File: src/rtl/vep_pkg.sv
package vep_pkg;

   localparam int ECHO_DEPTH_DEF  = 12000;
   localparam int PITCH_DEPTH_DEF = 1920;
   localparam int ROBOT_HALF_DEF  = 45;

   localparam int SAMPLE_W = 16;
   localparam int INT_W    = 9;
   localparam int WEIGHT_W = 11;
   localparam int PROD_W   = SAMPLE_W + WEIGHT_W;
   localparam int SCALED_W = PROD_W - 8;
   localparam int STEP_W   = 18;
   localparam int CSR_AW   = 3;
   localparam int CSR_DW   = 32;

   localparam logic [2:0] MODE_CLEAN = 3'd0;
   localparam logic [2:0] MODE_ECHO  = 3'd1;
   localparam logic [2:0] MODE_ROBOT = 3'd2;
   localparam logic [2:0] MODE_DEEP  = 3'd3;
   localparam logic [2:0] MODE_CHIP  = 3'd4;

   localparam logic [0:0] REG_MODE      = 1'b0;
   localparam logic [0:0] REG_INTENSITY = 1'b1;

   localparam logic [INT_W-1:0] INTENSITY_RESET = 9'd128;

   typedef struct packed {
      logic [2:0]        mode;
      logic [INT_W-1:0]  intensity;
      logic [STEP_W-1:0] slow_step;
      logic [STEP_W-1:0] chip_step;
   } cfg_type;

   typedef struct packed {
      logic go;
      logic deep;
   } pitch_cmd_type;

endpackage

File: src/rtl/vep_csr.sv
module vep_csr (
   input  logic                         clock,
   input  logic                         reset,
   input  logic                         psel,
   input  logic                         penable,
   input  logic                         pwrite,
   input  logic [vep_pkg::CSR_AW-1:0]   paddr,
   input  logic [vep_pkg::CSR_DW-1:0]   pwdata,
   output logic [vep_pkg::CSR_DW-1:0]   prdata,
   output logic                         pready,
   output vep_pkg::cfg_type             cfg
);
   import vep_pkg::*;

   localparam logic [13:0]       DEEP_COEF = 14'd13107;
   localparam logic [15:0]       CHIP_COEF = 16'd45875;
   localparam logic [STEP_W-1:0] Q16_ONE   = 18'd65536;

   // Pitch steps are worked out when intensity is written, so the pointer
   // update needs only an add.
   function automatic logic [STEP_W-1:0] slow_step_of(input logic [INT_W-1:0] i);
      logic [INT_W+14-1:0] p;
      p = (INT_W+14)'(i) * (INT_W+14)'(DEEP_COEF);
      return Q16_ONE - STEP_W'(p >> 8);
   endfunction

   function automatic logic [STEP_W-1:0] chip_step(input logic [INT_W-1:0] i);
      logic [INT_W+16-1:0] p;
      p = (INT_W+16)'(i) * (INT_W+16)'(CHIP_COEF);
      return Q16_ONE + STEP_W'(p >> 8);
   endfunction

   cfg_type    cfg_ff, cfg_in;
   logic       wr;
   logic [0:0] reg_idx;

   assign wr      = psel && penable && pwrite;
   assign reg_idx = paddr[CSR_AW-1:2];
   assign pready  = 1'b1;
   assign cfg     = cfg_ff;

   always_comb begin
      cfg_in = cfg_ff;
      if (wr) begin
         unique case (reg_idx)
            REG_MODE: begin
               cfg_in.mode = pwdata[2:0];
            end
            REG_INTENSITY: begin
               cfg_in.intensity = pwdata[INT_W-1:0];
               cfg_in.slow_step = slow_step_of(pwdata[INT_W-1:0]);
               cfg_in.chip_step = chip_step(pwdata[INT_W-1:0]);
            end
            default: ;
         endcase
      end
   end

   always_comb begin
      unique case (reg_idx)
         REG_MODE:      prdata = CSR_DW'(cfg_ff.mode);
         REG_INTENSITY: prdata = CSR_DW'(cfg_ff.intensity);
         default:       prdata = '0;
      endcase
   end

   always_ff @(posedge clock) begin
      if (reset) begin
         cfg_ff.mode      <= MODE_CLEAN;
         cfg_ff.intensity <= INTENSITY_RESET;
         cfg_ff.slow_step <= slow_step_of(INTENSITY_RESET);
         cfg_ff.chip_step <= chip_step(INTENSITY_RESET);
      end else begin
         cfg_ff <= cfg_in;
      end
   end

endmodule

File: config.mk
export PLATFORM = sky130hd
export DESIGN_NAME = vep_csr
export DESIGN_NICKNAME = d
export VERILOG_FILES = /design/src/rtl/vep_pkg.sv /design/src/rtl/vep_csr.sv
export SDC_FILE = /design/constraint.sdc
export NUM_CORES = 1
export LEC_CHECK = 0
export ABC_AREA = 1
export BUFFER_PORTS_ARGS = -buffer_cell sky130_fd_sc_hd__buf_2
export CAP_MARGIN = 40
export CORE_MARGIN = 2
export CORE_UTILIZATION = 45
export CTS_BUF_LIST = sky130_fd_sc_hd__clkbuf_8
export DETAILED_ROUTE_END_ITERATION = 10
export MAX_ROUTING_LAYER = met4
export PLACE_DENSITY = 0.72
export SETUP_SLACK_MARGIN = 0.05
export SYNTH_ARGS = -nofsm -noshare
export SYNTH_HDL_FRONTEND = slang
export SYNTH_SLANG_ARGS = --single-unit
File: constraint.sdc
create_clock -name clock -period 4.55 [get_ports clock]
set_clock_uncertainty 0.2 [all_clocks]
set_input_delay 0.2275 -clock clock [delete_from_list [all_inputs] [get_ports clock]]
set_output_delay 0.2275 -clock clock [all_outputs]
set_load 0.005 [all_outputs]
==> metrics, run 1 <==
Final min period 4.28 ns; CP top delay family adder cells; vias in the first global route 4431; R2R setup slack roughly 3.7 ns; cells along the critical path buf_2 -> ha_1 -> inv_1 -> fa_1 -> fa_1 -> fa_1 -> inv_1 -> ha_1 -> nand2_1 -> nor2_1 -> nand2_1 -> nand3_1 -> xor2_1 -> buf_4 -> ha_1 -> nand3_2 -> nor2_2 -> nand2_2 -> nor2_4 -> nand3_2 -> nand3_1 -> nand2_1; Die ar. 12100 sq um; first-pass GRT wire length 20700 um; max-cap viol count 0; run status complete, no violations; switch share 51.2%; Longest Clk Path Bufs 2; H-tree level count 2; post-cts sizing count 0; overall power roughly 3.1 mW; clock-pin slew on the worst setup and hold paths around 0.09 ns; Die W 110 um; fin crit share 94.1%; Via Count 4869; core outline area roughly 11000 sq um; Combinational Power Share 78.5%; FMAX 234 MHz; I/O pin count 121; drt first pass iters 4; sequential power share 13.8%; final slew viol count 0; Fin Setup TNS 0 ns; cts hold-fix bufs 0; crit end category flip-flop; most frequent cells in the layout 167 x nand2_1, 129 x inv_1, 70 x buf_2; final setup vio count 0; synth unique cells 37; CTS tree done; routed len/inst 12.6 um; max reg flops 46; Die Y 110 um; Slew HR between 50% and 60%; clock share of power 7.7%; Lkg Pwr 3.41 nW; port bufs 70; largest net degree at the start of global routing 48; non-filler cells, final around 1000; Post-Syn Instances 737; Final Wtd Congestion 0.981; P_int 1.52 mW; WL final 12600 um; post-synthesis sequential area ratio a little under a fifth; DR vias/cell just under 5; CTS buffer count 5; grt ovf 0; EDFF count, synth 0; Min-Delay Path Class in2reg; Initial Utilization 46.5%; Crit Path Max Fanout 4; most common cell after layout, fill and taps aside nand2_1; Worst Path Required ~4.6 ns; Row Count 38; Sink Count 46; synth warn 0; register bit total from synthesis 46; Mean Syn Cell Area between 6 and 7 sq um; post-synthesis cell area just over 5000 sq um; prevailing post-synth register cell dfxtp_1; Layout area overhead 17.9%; crit path max-delay cell type fa_1; Worst-Margin Slew around 0.67 ns; DRC 0; Fin. Hold Viols 0; ANT nets after route 0; pwr/cell area between 500 and 600 nW/um^2; share of flip-flops with an asynchronous set or reset 0%; DR iter-0 viols 243; CP Class in2reg; root buffer cell clkbuf_8; Final Cell Area 5970 sq um; CP startpoint kind input port; NetSw 1.59 mW; Worst IR Drop VDD 0.000261 V; Setup Buffers After CTS 0; Ant. Diodes 0; Clock Latency Late Sink slightly below 0.3 ns; DP Cell Count 990; dpl hpwl 10600 um; Critical Path AT ~4.3 ns; RSZ-0062 raised after global routing true; placed inst area 5860 sq um; antenna violations before repair 0; layout cell share with drive strength beyond 1 about 20%; slowest stage delay, CP 0.58 ns; Tot GR Track Use 22.2%; Final nets between 900 and 1000; CP bufs+invs 4
## stage by stage
step                utilization, %  worst slack (ns)  hold slack [ns]
finish                        54.8             0.269            0.108
global route                  54.8            0.0412            0.143
CTS                           54.6             0.243            0.113
detailed placement            53.8           -0.0678            0.250
global placement              53.8           -0.0317            0.245
floorplan                        -             0.204            0.162
## synth_stat cells (4+ instances only)
| master | n | area [sq um] |
|---|---|---|
| nand3_1 | 33 | 165 |
| ha_1 | 68 | 851 |
| a21oi_1 | 52 | 260 |
| nand4_1 | 8 | 50.1 |
| o21ai_0 | 37 | 185 |
| nand2_1 | 167 | 627 |
| inv_1 | 130 | 488 |
| o211ai_1 | 8 | 60.1 |
| nor2_1 | 67 | 251 |
| buf_4 | 27 | 203 |
| inv_2 | 4 | 15.0 |
| nor3_1 | 7 | 35.0 |
| clkbuf_1 | 7 | 26.3 |
| dfxtp_1 | 46 | 921 |
| xnor2_1 | 4 | 35.0 |
| nand3_2 | 7 | 70.1 |
| fa_1 | 26 | 521 |
| nand2_2 | 7 | 43.8 |
## layer usage
layer / part of all wire [%] / routed length (um) / track usage, %
met2: 48 / 6050 / 37.6
met3: 4.5 / 569 / 2.41
met5: 0 / 0 / -
met1: 46 / 5750 / 28.9
met4: 1.8 / 221 / 4.07
## worst register-to-register path, cell delays in order (launching register included)
cell and delay [ns]:
dfxtp_1 0.32, nor2_1 0.10, nor2_1 0.04, o21ai_0 0.08
inv_1 0.05
## power by group through the flow
stage                     clock, mW  combinational (mW)  sequential [mW]
after floorplan                   0                1.52            0.438
after global placement            0                2.36            0.437
after detailed placement          0                2.39            0.437
after CTS                     0.242                2.40            0.428
after global routing          0.261                2.75            0.430
final                         0.240                2.44            0.428
## cell type report
| class | instances | area [sq um] |
|---|---|---|
| Tap cell | 140 | 175 |
| Multi-Input combinational cell | 541 | 3500 |
| Clock buffer | 5 | 68.8 |
| Timing Repair Buffer | 129 | 793 |
| Sequential cell | 46 | 921 |
| Inverter | 134 | 503 |
| Fill cell | 1095 | 4920 |
| Clock inverter | 2 | 10.0 |
## logic make-up after synthesis
group	count (synthesis)	share of synthesized area, %
other	2	0.148
AO/OA/AOI/OAI	109	11.6
AND/OR/NAND/NOR	307	26.8
flip-flops	46	18.2
XOR/XNOR	6	1.04
buffers and inverters	173	15.1
adder cells (fa/ha/maj)	94	27.1
## path summary, 6_finish.rpt
path,startpoint,end,cells after the start
setup / recovery,pwdata[3],cfg[32],22
hold / removal,pwdata[4],cfg[40],4
setup reg to reg,cfg[9],cfg[9],4
hold reg to reg,cfg[17],cfg[17],2
Power figures use the tool's default switching activity.
==> inputs of run 2 (changes only) <==
--- a/config.mk
+++ b/config.mk
@@ -8,12 +8,11 @@
 export ABC_AREA = 1
 export BUFFER_PORTS_ARGS = -buffer_cell sky130_fd_sc_hd__buf_2
 export CAP_MARGIN = 40
-export CORE_MARGIN = 2
-export CORE_UTILIZATION = 45
+export CORE_UTILIZATION = 51
 export CTS_BUF_LIST = sky130_fd_sc_hd__clkbuf_8
 export DETAILED_ROUTE_END_ITERATION = 10
 export MAX_ROUTING_LAYER = met4
-export PLACE_DENSITY = 0.72
+export PLACE_DENSITY = 0.8
 export SETUP_SLACK_MARGIN = 0.05
 export SYNTH_ARGS = -nofsm -noshare
 export SYNTH_HDL_FRONTEND = slang
==> run 2 against run 1 <==
Effect of this change:
- wire length is 0.21% lower
- cell count is 0.40% lower
- die area is 15% lower
- global-route usage is 4.4 points higher
- via count is 1.7% higher
- register-to-register slack hardly changed
- core utilization is 9.2 points higher
- first-iteration DRC count is 26% lower
- power is 3.1% higher
- worst hold slack worse by 0.0021 ns
- count of clock-buffer cells in the layout stayed put
- combinational power is 2% higher
==> metrics, run 2 (synthesized netlist as in run 1, its figures left out) <==
port bufs 70; Slew HR between 50% and 60%; Ant. Diodes 0; most common cell after layout, fill and taps aside nand2_1; Initial Utilization 53.8%; DP Cell Count 984; Multi-input gate area 3490 sq um; ANT nets after route 0; layout cell share with drive strength beyond 1 between 20 and 25%; RSZ-0062 raised after global routing false; Fin Setup TNS 0 ns; DR iter-0 viols 179; Reg2Reg Depth 4; Via Count 4951; Util after Layout 64.0%; Die Y ~100 um; Hold Crit Depth 4; FF-to-FF End cfg[10]; CTS buffer count 5; pre-CTS WS -0.110 ns; Tot GR Track Use 26.6%; Die ar. 10300 sq um; clock-pin slew on the worst setup and hold paths 0.09 ns; Row Count 35; final setup vio count 0; Worst Path Required 4.55 ns; Sink Count 46; max reg flops 46; Worst IR Drop VDD 0.000270 V; Lkg Pwr around 3.5 nW; I/O pin count ~120; Min-Delay Path Class in2reg; CP startpoint kind input port; WL final 12600 um; Final Wtd Congestion 0.962; root buffer cell clkbuf_8; CTS tree done; crit end category flip-flop; DRC 0; R2R setup slack 3.65 ns; Hold EP cfg[40]; drt first pass iters 4; Final min period 4.25 ns; overall power 3.21 mW; fin crit share 93.4%; vias in the first global route roughly 4700; first-pass GRT wire length about 21000 um; core outline area roughly 9400 sq um; antenna violations before repair 0; grt ovf 0; largest net degree at the start of global routing 48; max-cap viol count 0; final setup margin 0.301 ns; FMAX 235 MHz; cts hold-fix bufs 0; most frequent cells in the layout 167 x nand2_1, 131 x inv_1, 70 x buf_2; fillers 883; non-filler cells, final 993; Die W 102 um; CP Class in2reg; register area 921 sq um; Final nets 997; H-tree level count 2; dpl hpwl 10500 um; Clock Latency Late Sink about 0.3 ns; r2r startpoint cfg[10]; Crit Path Max Fanout 5; final slew viol count 0; run status complete, no violations; min-delay src pwdata[4]; Layout area overhead 19.0%; pwr/cell area 533 nW/um^2; DR vias/cell 4.99; Worst-Margin Slew 0.671 ns; Critical Path AT 4.25 ns; Longest Clk Path Bufs 2; routed len/inst 12.6 um; Fin. Hold Viols 0
==> run 2: cell count changes in the layout (fill, tap and decap cells not counted), sizes merged <==
cell,previous run,this run
buf,129,135
bufinv,0,1
clkinv,2,0
clkinvlp,0,1
inv,134,135
==> run 2: area by class of cell <==
cell class	instances	share of cell area, %
well taps	129	2.68
clock buffers	5	1.14
flip-flops and latches	46	15.3
inverters	134	8.35
multi-input cells	541	57.9
repair buffers	135	13.9
clock inverters	3	0.685
==> run 2: how the worst max path moves through the flow <==
| stage | from | to |
|---|---|---|
| global placement | pwdata[7] | cfg[32] |
| global route | pwdata[3] | cfg[27] |
| floorplan | pwdata[7] | cfg[32] |
| detailed placement | pwdata[7] | cfg[32] |
| finish | pwdata[3] | cfg[32] |
| CTS | pwdata[7] | cfg[32] |
==> run 2: worst max-delay path, cell delays in order <==
cell     delay [ns]
buf_2          0.11
ha_1           0.31
inv_1          0.07
fa_1           0.57
fa_1           0.45
fa_1           0.56
inv_1          0.06
buf_4          0.13
ha_1           0.34
nand2_2        0.10
nor2_4         0.20
nand3_2        0.11
nand3_2        0.13
nand2_1        0.07
nand2_2        0.14
nand3_2        0.10
nor2_4         0.14
nand2_2        0.10
nor2_4         0.12
nand3_2        0.08
nand3_1        0.09
nand2_1        0.05
==> run 2: report_power, final <==
part           leakage, nW  internal [mW]  switching [mW]
clock               0.0556          0.162           0.145
combinational         3.02           1.02            1.46
sequential           0.375          0.419         0.00874
total                 3.45           1.60            1.61
==> run 2: routing by layer <==
layer	GRT usage, %	wire length [um]	part of all wire, %	up-vias
met4	8.03	350	2.8	0
met2	47.1	6100	49	151
met5	-	0	0	-
met1	31.6	5570	44	2239
met3	2.76	534	4.3	27
li1	-	-	-	2534
==> run 2: what timing repair did <==
| item | 4_1_cts | 5_1_grt |
|---|---|---|
| gates resized for setup | 0 | 7 |
| hold endpoints to repair | 0 | 0 |
| endpoints found under the setup margin | 0 | 12 |
| buffers inserted | 0 | 1 |
==> run 2: stage by stage <==
step           area [sq um]  hold WS [ns]
4_1_cts                6000         0.109
2_1_floorplan          5150         0.162
3_3_place_gp           5890         0.240
6_report               6020         0.106
3_5_place_dp           5890         0.244
5_1_grt                6020         0.145
