`config.mk`:
```
export PLATFORM = sky130hd
export DESIGN_NAME = vep_mix
export DESIGN_NICKNAME = d
export VERILOG_FILES = /design/src/rtl/vep_pkg.sv /design/src/rtl/vep_mix.sv
export SDC_FILE = /design/constraint.sdc
export NUM_CORES = 1
export LEC_CHECK = 0
export ABC_AREA = 1
export ABC_CLOCK_PERIOD_IN_PS = 8740
export BUFFER_PORTS_ARGS = -buffer_cell sky130_fd_sc_hd__buf_2
export CORE_ASPECT_RATIO = 0.9
export CORE_MARGIN = 2
export CORE_UTILIZATION = 55
export CTS_CLUSTER_SIZE = 24
export DETAILED_ROUTE_END_ITERATION = 16
export PLACE_DENSITY_LB_ADDON = 0.1
export SLEW_MARGIN = 30
export SYNTH_ARGS = -nofsm -noshare
export SYNTH_HDL_FRONTEND = slang
export SYNTH_SLANG_ARGS = --single-unit
```
`constraint.sdc`:
```
create_clock -name clock -period 8.74 [get_ports clock]
set_input_delay 0.437 -clock clock [delete_from_list [all_inputs] [get_ports clock]]
set_output_delay 0.437 -clock clock [all_outputs]
set_load 0.02 [all_outputs]
```
`src/rtl/vep_pkg.sv`:
```
package vep_pkg;

   localparam int ECHO_DEPTH_DEF  = 12000;
   localparam int PITCH_DEPTH_DEF = 1920;
   localparam int ROBOT_HALF_DEF  = 45;

   localparam int SAMPLE_W = 16;
   localparam int INT_W    = 9;
   localparam int WEIGHT_W = 11;
   localparam int PROD_W   = SAMPLE_W + WEIGHT_W;
   localparam int SCALED_W = PROD_W - 8;
   localparam int STEP_W   = 18;
   localparam int CSR_AW   = 3;
   localparam int CSR_DW   = 32;

   localparam logic [2:0] MODE_CLEAN = 3'd0;
   localparam logic [2:0] MODE_ECHO  = 3'd1;
   localparam logic [2:0] MODE_ROBOT = 3'd2;
   localparam logic [2:0] MODE_DEEP  = 3'd3;
   localparam logic [2:0] MODE_CHIP  = 3'd4;

   localparam logic [0:0] REG_MODE      = 1'b0;
   localparam logic [0:0] REG_INTENSITY = 1'b1;

   localparam logic [INT_W-1:0] INTENSITY_RESET = 9'd128;

   typedef struct packed {
      logic [2:0]        mode;
      logic [INT_W-1:0]  intensity;
      logic [STEP_W-1:0] slow_step;
      logic [STEP_W-1:0] chip_step;
   } cfg_type;

   typedef struct packed {
      logic go;
      logic deep;
   } pitch_cmd_type;

endpackage

```
`src/rtl/vep_mix.sv`:
```
module vep_mix (
   input  logic                                clock,
   input  logic                                load,
   input  logic signed [vep_pkg::SAMPLE_W-1:0] sample,
   input  logic signed [vep_pkg::SAMPLE_W-1:0] other,
   input  logic signed [vep_pkg::WEIGHT_W-1:0] weight_a,
   input  logic signed [vep_pkg::WEIGHT_W-1:0] weight_b,
   output logic signed [vep_pkg::SAMPLE_W-1:0] result
);
   import vep_pkg::*;

   localparam int SAT_MAX = 32767;
   localparam int SAT_MIN = -32768;

   // Q8 scaling with truncation toward zero.
   function automatic logic signed [SCALED_W-1:0] trunc_q8(
      input logic signed [PROD_W-1:0] p);
      logic signed [PROD_W-1:0] t;
      t = p + (p[PROD_W-1] ? PROD_W'(255) : PROD_W'(0));
      return SCALED_W'(t >>> 8);
   endfunction

   logic signed [PROD_W-1:0]   prod_a_ff, prod_b_ff;
   logic signed [SCALED_W:0]   sum;

   always_ff @(posedge clock) begin
      if (load) begin
         prod_a_ff <= PROD_W'(sample) * PROD_W'(weight_a);
         prod_b_ff <= PROD_W'(other) * PROD_W'(weight_b);
      end
   end

   assign sum = (SCALED_W+1)'(trunc_q8(prod_a_ff)) + (SCALED_W+1)'(trunc_q8(prod_b_ff));

   always_comb begin
      if (sum > SAT_MAX) begin
         result = SAMPLE_W'(SAT_MAX);
      end else if (sum < SAT_MIN) begin
         result = SAMPLE_W'(SAT_MIN);
      end else begin
         result = SAMPLE_W'(sum);
      end
   end

endmodule

```
==> impl_metrics.json, run 1 <==
{
  "port-buffer-count": 71,
  "clk_path_buf_depth": 2,
  "crit_slowest_cell": "fa_1",
  "htreeDepth": 2,
  "dp_worst_setup_slack_ns": 3.327,
  "cts_tree": "built",
  "drc": 0,
  "avgSynthCellArea_um2": 7.796,
  "crit_type": "in -> reg",
  "post_cts_resize_count": 0,
  "diodes": 0,
  "core_area_um2": 31060,
  "synthDistinctLibCells": 45,
  "finalHoldViolations": 0,
  "start_util_pct": 56.29,
  "yosys-top-cells-area": "fa_1 37%, inv_1 14%, nand2_1 11%",
  "drv_cap": 0,
  "post_cts_buffers": 0,
  "grt_usage_pct": 23.90,
  "yosysTopAreaCellShare_pct": 37.21,
  "cts_hold_buf": 0,
  "syn2layout_area_growth_pct": 4.050,
  "syn_area_um2": 17490,
  "async_reset_ff_share_pct": 0,
  "clock-sinks": 54,
  "rows": 61,
  "min_period_ns": 5.130,
  "hpwl_um": 32420,
  "ioPinCount": 72,
  "grt_pass1_wl_um": 65100,
  "crit_path_cell_trace": "buf_2 -> nand2_1 -> inv_1 -> fa_1 -> inv_1 -> fa_1 -> fa_1 -> fa_1 -> fa_1 -> inv_1 -> ha_1 -> nand4_1 -> nor2_1 -> nand4_1 -> nand3_1 -> a21oi_1 -> xor2_1",
  "required_ns": 8.79,
  "nets": 2774,
  "root_buffer": "clkbuf_16",
  "dp.cells": 2648,
  "slew_headroom_pct": 51.91,
  "tightest_slew_ns": 0.7214,
  "synth_edf_count": 54,
  "synth_nets": 2771,
  "fin_hold_ws_ns": 0.6313,
  "status": "completed",
  "drt-total-wl_um": 36690,
  "via_per_inst": 5.008,
  "cts_buffers": 5,
  "synth_common_cells": "649 x inv_1, 533 x nand2_1, 325 x fa_1",
  "finalCritPeriodShare_pct": 58.69,
  "cp_max_fo": 16,
  "ys_seq_area_share_pct": 9.274,
  "setup_violations": 0,
  "grt_antenna_before_repair": 0,
  "slew_violations": 0,
  "hp-class": "in -> reg",
  "synthFlopType": "edfxtp_1",
  "drive_gt1_share_pct": 5.964,
  "final_cell_count_no_fill": 2656,
  "grt_pass1_vias": 13520,
  "first_pass_iters": 7,
  "crit_top_cell": "fa_1",
  "die_h_um": 173.2,
  "yosysTopAreaCell": "fa_1",
  "num_vias": 13300,
  "yosys_warnings": 0,
  "cp-end-kind": "register",
  "antenna_left": 0,
  "cpPeakStageDelay_ns": 0.56,
  "cts.clk_slew.worst_paths_ns": 0.07,
  "grt_setup_unrepaired": "no",
  "tns_ns": 0,
  "die_width_um": 191.9,
  "routedWlPerCell_um": 13.81,
  "start_kind": "input port",
  "synthCells": 2243,
  "fin_ws_ns": 3.610,
  "synth-seq-cells": 54,
  "gp_congestion": 0.8451,
  "dr.first_iter.drc_count": 816,
  "arrival_ns": 5.18,
  "grt_start_max_net_pins": 55,
  "max_freq_mhz": 194.9,
  "synth.most_common_cell": "inv_1",
  "grt-ovfl-total": 0,
  "dieArea_um2": 33240
}
-- final cells by class --
| type | count | area (um^2) |
|---|---|---|
| inverters | 650 | 2440 |
| fillers | 2932 | 12870 |
| multi-input cells | 1463 | 13110 |
| clock inverters | 3 | 21.27 |
| clock buffers | 5 | 125.1 |
| flip-flops and latches | 54 | 1622 |
| well taps | 409 | 511.7 |
| repair buffers | 72 | 362.8 |
-- critical path: cells and delay by family --
| kind | cells | cell delay [ns] |
|---|---|---|
| XOR/XNOR | 1 | 0.15 |
| AND/OR/NAND/NOR | 5 | 0.99 |
| adder cells (fa/ha/maj) | 6 | 2.77 |
| AO/OA/AOI/OAI | 1 | 0.11 |
| buffers and inverters | 4 | 0.71 |
-- flip-flops by register name, indices dropped and copies added (netlist names) --
register and flops:
prod_a_ff 27, prod_b_ff 27
-- per-layer routing --
layer  track usage [%]  up-vias  wire length (um)
li1                  -     6515                 -
met4             3.013        0               253
met1             37.97     6492             18750
met3             2.030       16              1770
met2             36.54      277             15910
met5                 0        -                 0
-- kinds of logic after synthesis --
group	synth area share, %
buf+inv	15.74
xor+xnor	4.458
simple gates	17.95
compound gates	4.844
flops	9.274
fa+ha+maj	47.73
-- stage by stage --
stage	util [%]	instance area [um^2]
global placement	58.10	18050
floorplan	-	17490
CTS	58.57	18190
detailed placement	58.10	18050
finish	58.57	18190
global route	58.57	18190
-- cells in the final DEF (no fill, tap or decap), drive strengths merged, types with 3 or more instances in the layout --
cell type / synthesis / routed
nand3: 42 / 42
nor4: 6 / 6
a21boi: 4 / 4
clkinv: 0 / 3
clkbuf: 73 / 5
nand4: 18 / 18
xnor2: 35 / 35
a21oi: 80 / 80
ha: 147 / 147
edfxtp: 54 / 54
a21o: 8 / 8
o21bai: 9 / 9
a31oi: 6 / 6
buf: 3 / 72
nand2: 551 / 551
o21ai: 36 / 36
inv: 650 / 650
nor3: 18 / 18
nor2: 94 / 94
fa: 325 / 325
or2: 19 / 19
xor2: 54 / 54
-- worst paths after layout --
kind,to,depth (start not counted),slack (ns),startpoint
worst max-delay path,prod_a_ff[24]$_DFFE_PP_,17,3.61,weight_a[2]
worst min-delay path,prod_a_ff[0]$_DFFE_PP_,3,0.63,sample[0]
Power of run 1 is not shown: default switching activity piles up to over one toggle a cycle in this logic, so the estimate is an artifact.
==> inputs of run 2 (changes only) <==
--- a/config.mk
+++ b/config.mk
@@ -5,8 +5,8 @@
 export SDC_FILE = /design/constraint.sdc
 export NUM_CORES = 1
 export LEC_CHECK = 0
-export ABC_AREA = 1
-export ABC_CLOCK_PERIOD_IN_PS = 8740
+export ABC_AREA = 0
+export ABC_CLOCK_PERIOD_IN_PS = 4800
 export BUFFER_PORTS_ARGS = -buffer_cell sky130_fd_sc_hd__buf_2
 export CORE_ASPECT_RATIO = 0.9
 export CORE_MARGIN = 2
==> constraint.sdc (replaced) <==
create_clock -name clock -period 4.8 [get_ports clock]
set_input_delay 0.24 -clock clock [delete_from_list [all_inputs] [get_ports clock]]
set_output_delay 0.24 -clock clock [all_outputs]
set_load 0.02 [all_outputs]
==> run 2 against run 1 <==
Net effect: the run now ends with negative setup slack left; area after synthesis fell by 4.7%; count of clock-buffer cells in the layout is the same; sequential share of layout area down 1.3 points; wire length up 4.4%; final cell count decreased by 3.8%; utilization is 13 points higher; worst hold slack got worse by 0.21 ns; first-iteration DRC count fell by 17%; global-route usage up 1.0 points; synthesized cell count is 20% lower; via count barely moved; critical endpoint is now prod_a_ff[22]$_DFFE_PP_; highest routed layer unchanged.
==> impl_metrics.json, run 2 <==
{
  "grt_start_max_net_pins": 55,
  "min_period_ns": 5.159,
  "routedWlPerCell_um": 14.99,
  "crit_start": "weight_a[2]",
  "first_pass_iters": 5,
  "yosysTopAreaCellShare_pct": 39.05,
  "required_ns": 4.85,
  "slew_headroom_pct": 50.45,
  "grt_pass1_vias": 13920,
  "dr.first_iter.drc_count": 674,
  "num-fill-cells": 2375,
  "critPathTopFamily": "adder cells",
  "htreeDepth": 2,
  "min-delay-start": "weight_b[0]",
  "port-buffer-count": 71,
  "synth_edf_count": 54,
  "die_width_um": 187.5,
  "setup_violations": 22,
  "synthDistinctLibCells": 66,
  "gp_congestion": 0.8656,
  "cp-end-kind": "register",
  "finalHoldViolations": 0,
  "max_freq_mhz": 193.8,
  "grt_pass1_wl_um": 64960,
  "ys_seq_area_share_pct": 9.733,
  "synthCells": 1805,
  "root_buffer": "clkbuf_16",
  "crit_slowest_cell": "fa_1",
  "ioPinCount": 72,
  "regArea_um2": 1622,
  "hp-class": "in -> reg",
  "grt_antenna_before_repair": 0,
  "crit_type": "in -> reg",
  "num_vias": 13300,
  "start_kind": "input port",
  "cts_buffers": 5,
  "slew_violations": 0,
  "cts.clk_slew.worst_paths_ns": 0.08,
  "rows": 60,
  "crit_top_cell": "fa_1",
  "nets": 2681,
  "core_area_um2": 29880,
  "synth_nets": 2333,
  "grt-ovfl-total": 0,
  "yosys_warnings": 0,
  "mostFrequentLayoutCell": "inv_1",
  "tightest_slew_ns": 0.7432,
  "hpwl_um": 31940,
  "cpPeakStageDelay_ns": 0.57,
  "async_reset_ff_share_pct": 0,
  "via_per_inst": 5.201,
  "yosysTopAreaCell": "fa_1",
  "clock-sinks": 54,
  "dpl_cell_area_um2": 19640,
  "grt_setup_unrepaired": "yes",
  "synth.most_common_cell": "inv_1",
  "crit_path_cell_trace": "buf_12 -> nand2_4 -> fa_1 -> inv_2 -> fa_1 -> inv_2 -> fa_1 -> fa_1 -> inv_2 -> fa_1 -> ha_4 -> a21o_1 -> or3_4 -> o2111ai_4 -> nand2_2 -> a41o_1 -> o41a_1 -> buf_4 -> a21oi_2 -> xnor2_1",
  "clk_path_buf_depth": 2,
  "drc": 0,
  "syn_area_um2": 16660,
  "synthFlopType": "edfxtp_1",
  "cts_tree": "built",
  "antenna_left": 0,
  "dp.cells": 2514,
  "status": "complete, but fails checks",
  "fin_ws_ns": -0.3594,
  "drive_gt1_share_pct": 26.85,
  "violations": "negative setup slack",
  "finalCritPeriodShare_pct": 107.5,
  "crit_buf_inv": 5,
  "avgSynthCellArea_um2": 9.230,
  "drt-total-wl_um": 38320,
  "multi_input_area_um2": 14350,
  "synth_common_cells": "390 x inv_1, 325 x fa_1, 184 x and2_1",
  "most-common-layout-cells": "376 x inv_1, 321 x fa_1, 301 x buf_4",
  "design_area_um2": 21310,
  "yosys-top-cells-area": "fa_1 39%, ha_1 11%, edfxtp_1 9.7%",
  "dieArea_um2": 31700,
  "die_h_um": 169.1,
  "grt_usage_pct": 24.90,
  "drv_cap": 0,
  "syn2layout_area_growth_pct": 27.89,
  "final_cell_count_no_fill": 2556,
  "synth-seq-cells": 54,
  "start_util_pct": 55.76,
  "cp_max_fo": 6,
  "arrival_ns": 5.21,
  "reg.largest.list": "prod_a_ff x27, prod_b_ff x27",
  "diodes": 0
}
==> run 2: changes by cell type after synthesis, moves of 25 or more <==
cell,change
and2_1,+184
xnor2_1,+42
nand2_1,-354
inv_1,-259
a21oi_1,-29
nand2b_1,+25
nor2_1,-37
xor2_1,-31
==> run 2: logic make-up after synthesis <==
| group | share of synthesized area [%] |
|---|---|
| AOI/OAI and AO/OA | 8.081 |
| muxes | 0.06009 |
| DFF | 9.733 |
| and+or+nand+nor | 16.52 |
| buffers and inverters | 10.15 |
| xor gates and xnor gates | 5.355 |
| adders and majority gates | 50.09 |
==> run 2: routing by layer <==
metal	wire length, um	GRT usage, %	up-vias
li1	-	-	6282
met1	17160	35.88	6699
met2	18740	42.28	276
met3	1968	2.965	38
met4	448	2.465	0
met5	0	0	-
==> run 2: worst paths after layout <==
check,end,cells past startpoint
max,prod_a_ff[22]$_DFFE_PP_,20
min,prod_b_ff[0]$_DFFE_PP_,2
==> run 2: metrics by stage <==
step / hold WS (ns) / setup TNS [ns] / utilization, % / setup slack [ns]
finish: 0.4253 / -5.630 / 71.31 / -0.3594
global route: 0.4469 / -9.832 / 71.31 / -0.5208
CTS: 0.4285 / -5.153 / 68.40 / -0.3357
global placement: 0.7299 / -11.29 / 65.74 / -0.7284
detailed placement: 0.7365 / -14.13 / 65.74 / -0.8463
floorplan: 0.3525 / -1.873 / - / -0.4437
==> run 2: cell type report <==
type | instances | area share, %
sequential | 54 | 7.611
multi-input combinational | 1302 | 67.36
timing repair buffer | 399 | 15.09
tap | 403 | 2.367
inverter | 391 | 6.912
clock inverter | 2 | 0.07047
clock buffer | 5 | 0.5873
==> run 2: repair_timing <==
item                       CTS  global route
hold endpoints to repair     0             0
gates cloned                 0             1
buffers inserted            18            20
pin swaps                   63           100
hold buffers                 0             0
gates resized for setup    118           180
setup endpoints to repair   34            37
Power of run 2 is left out for the same reason.
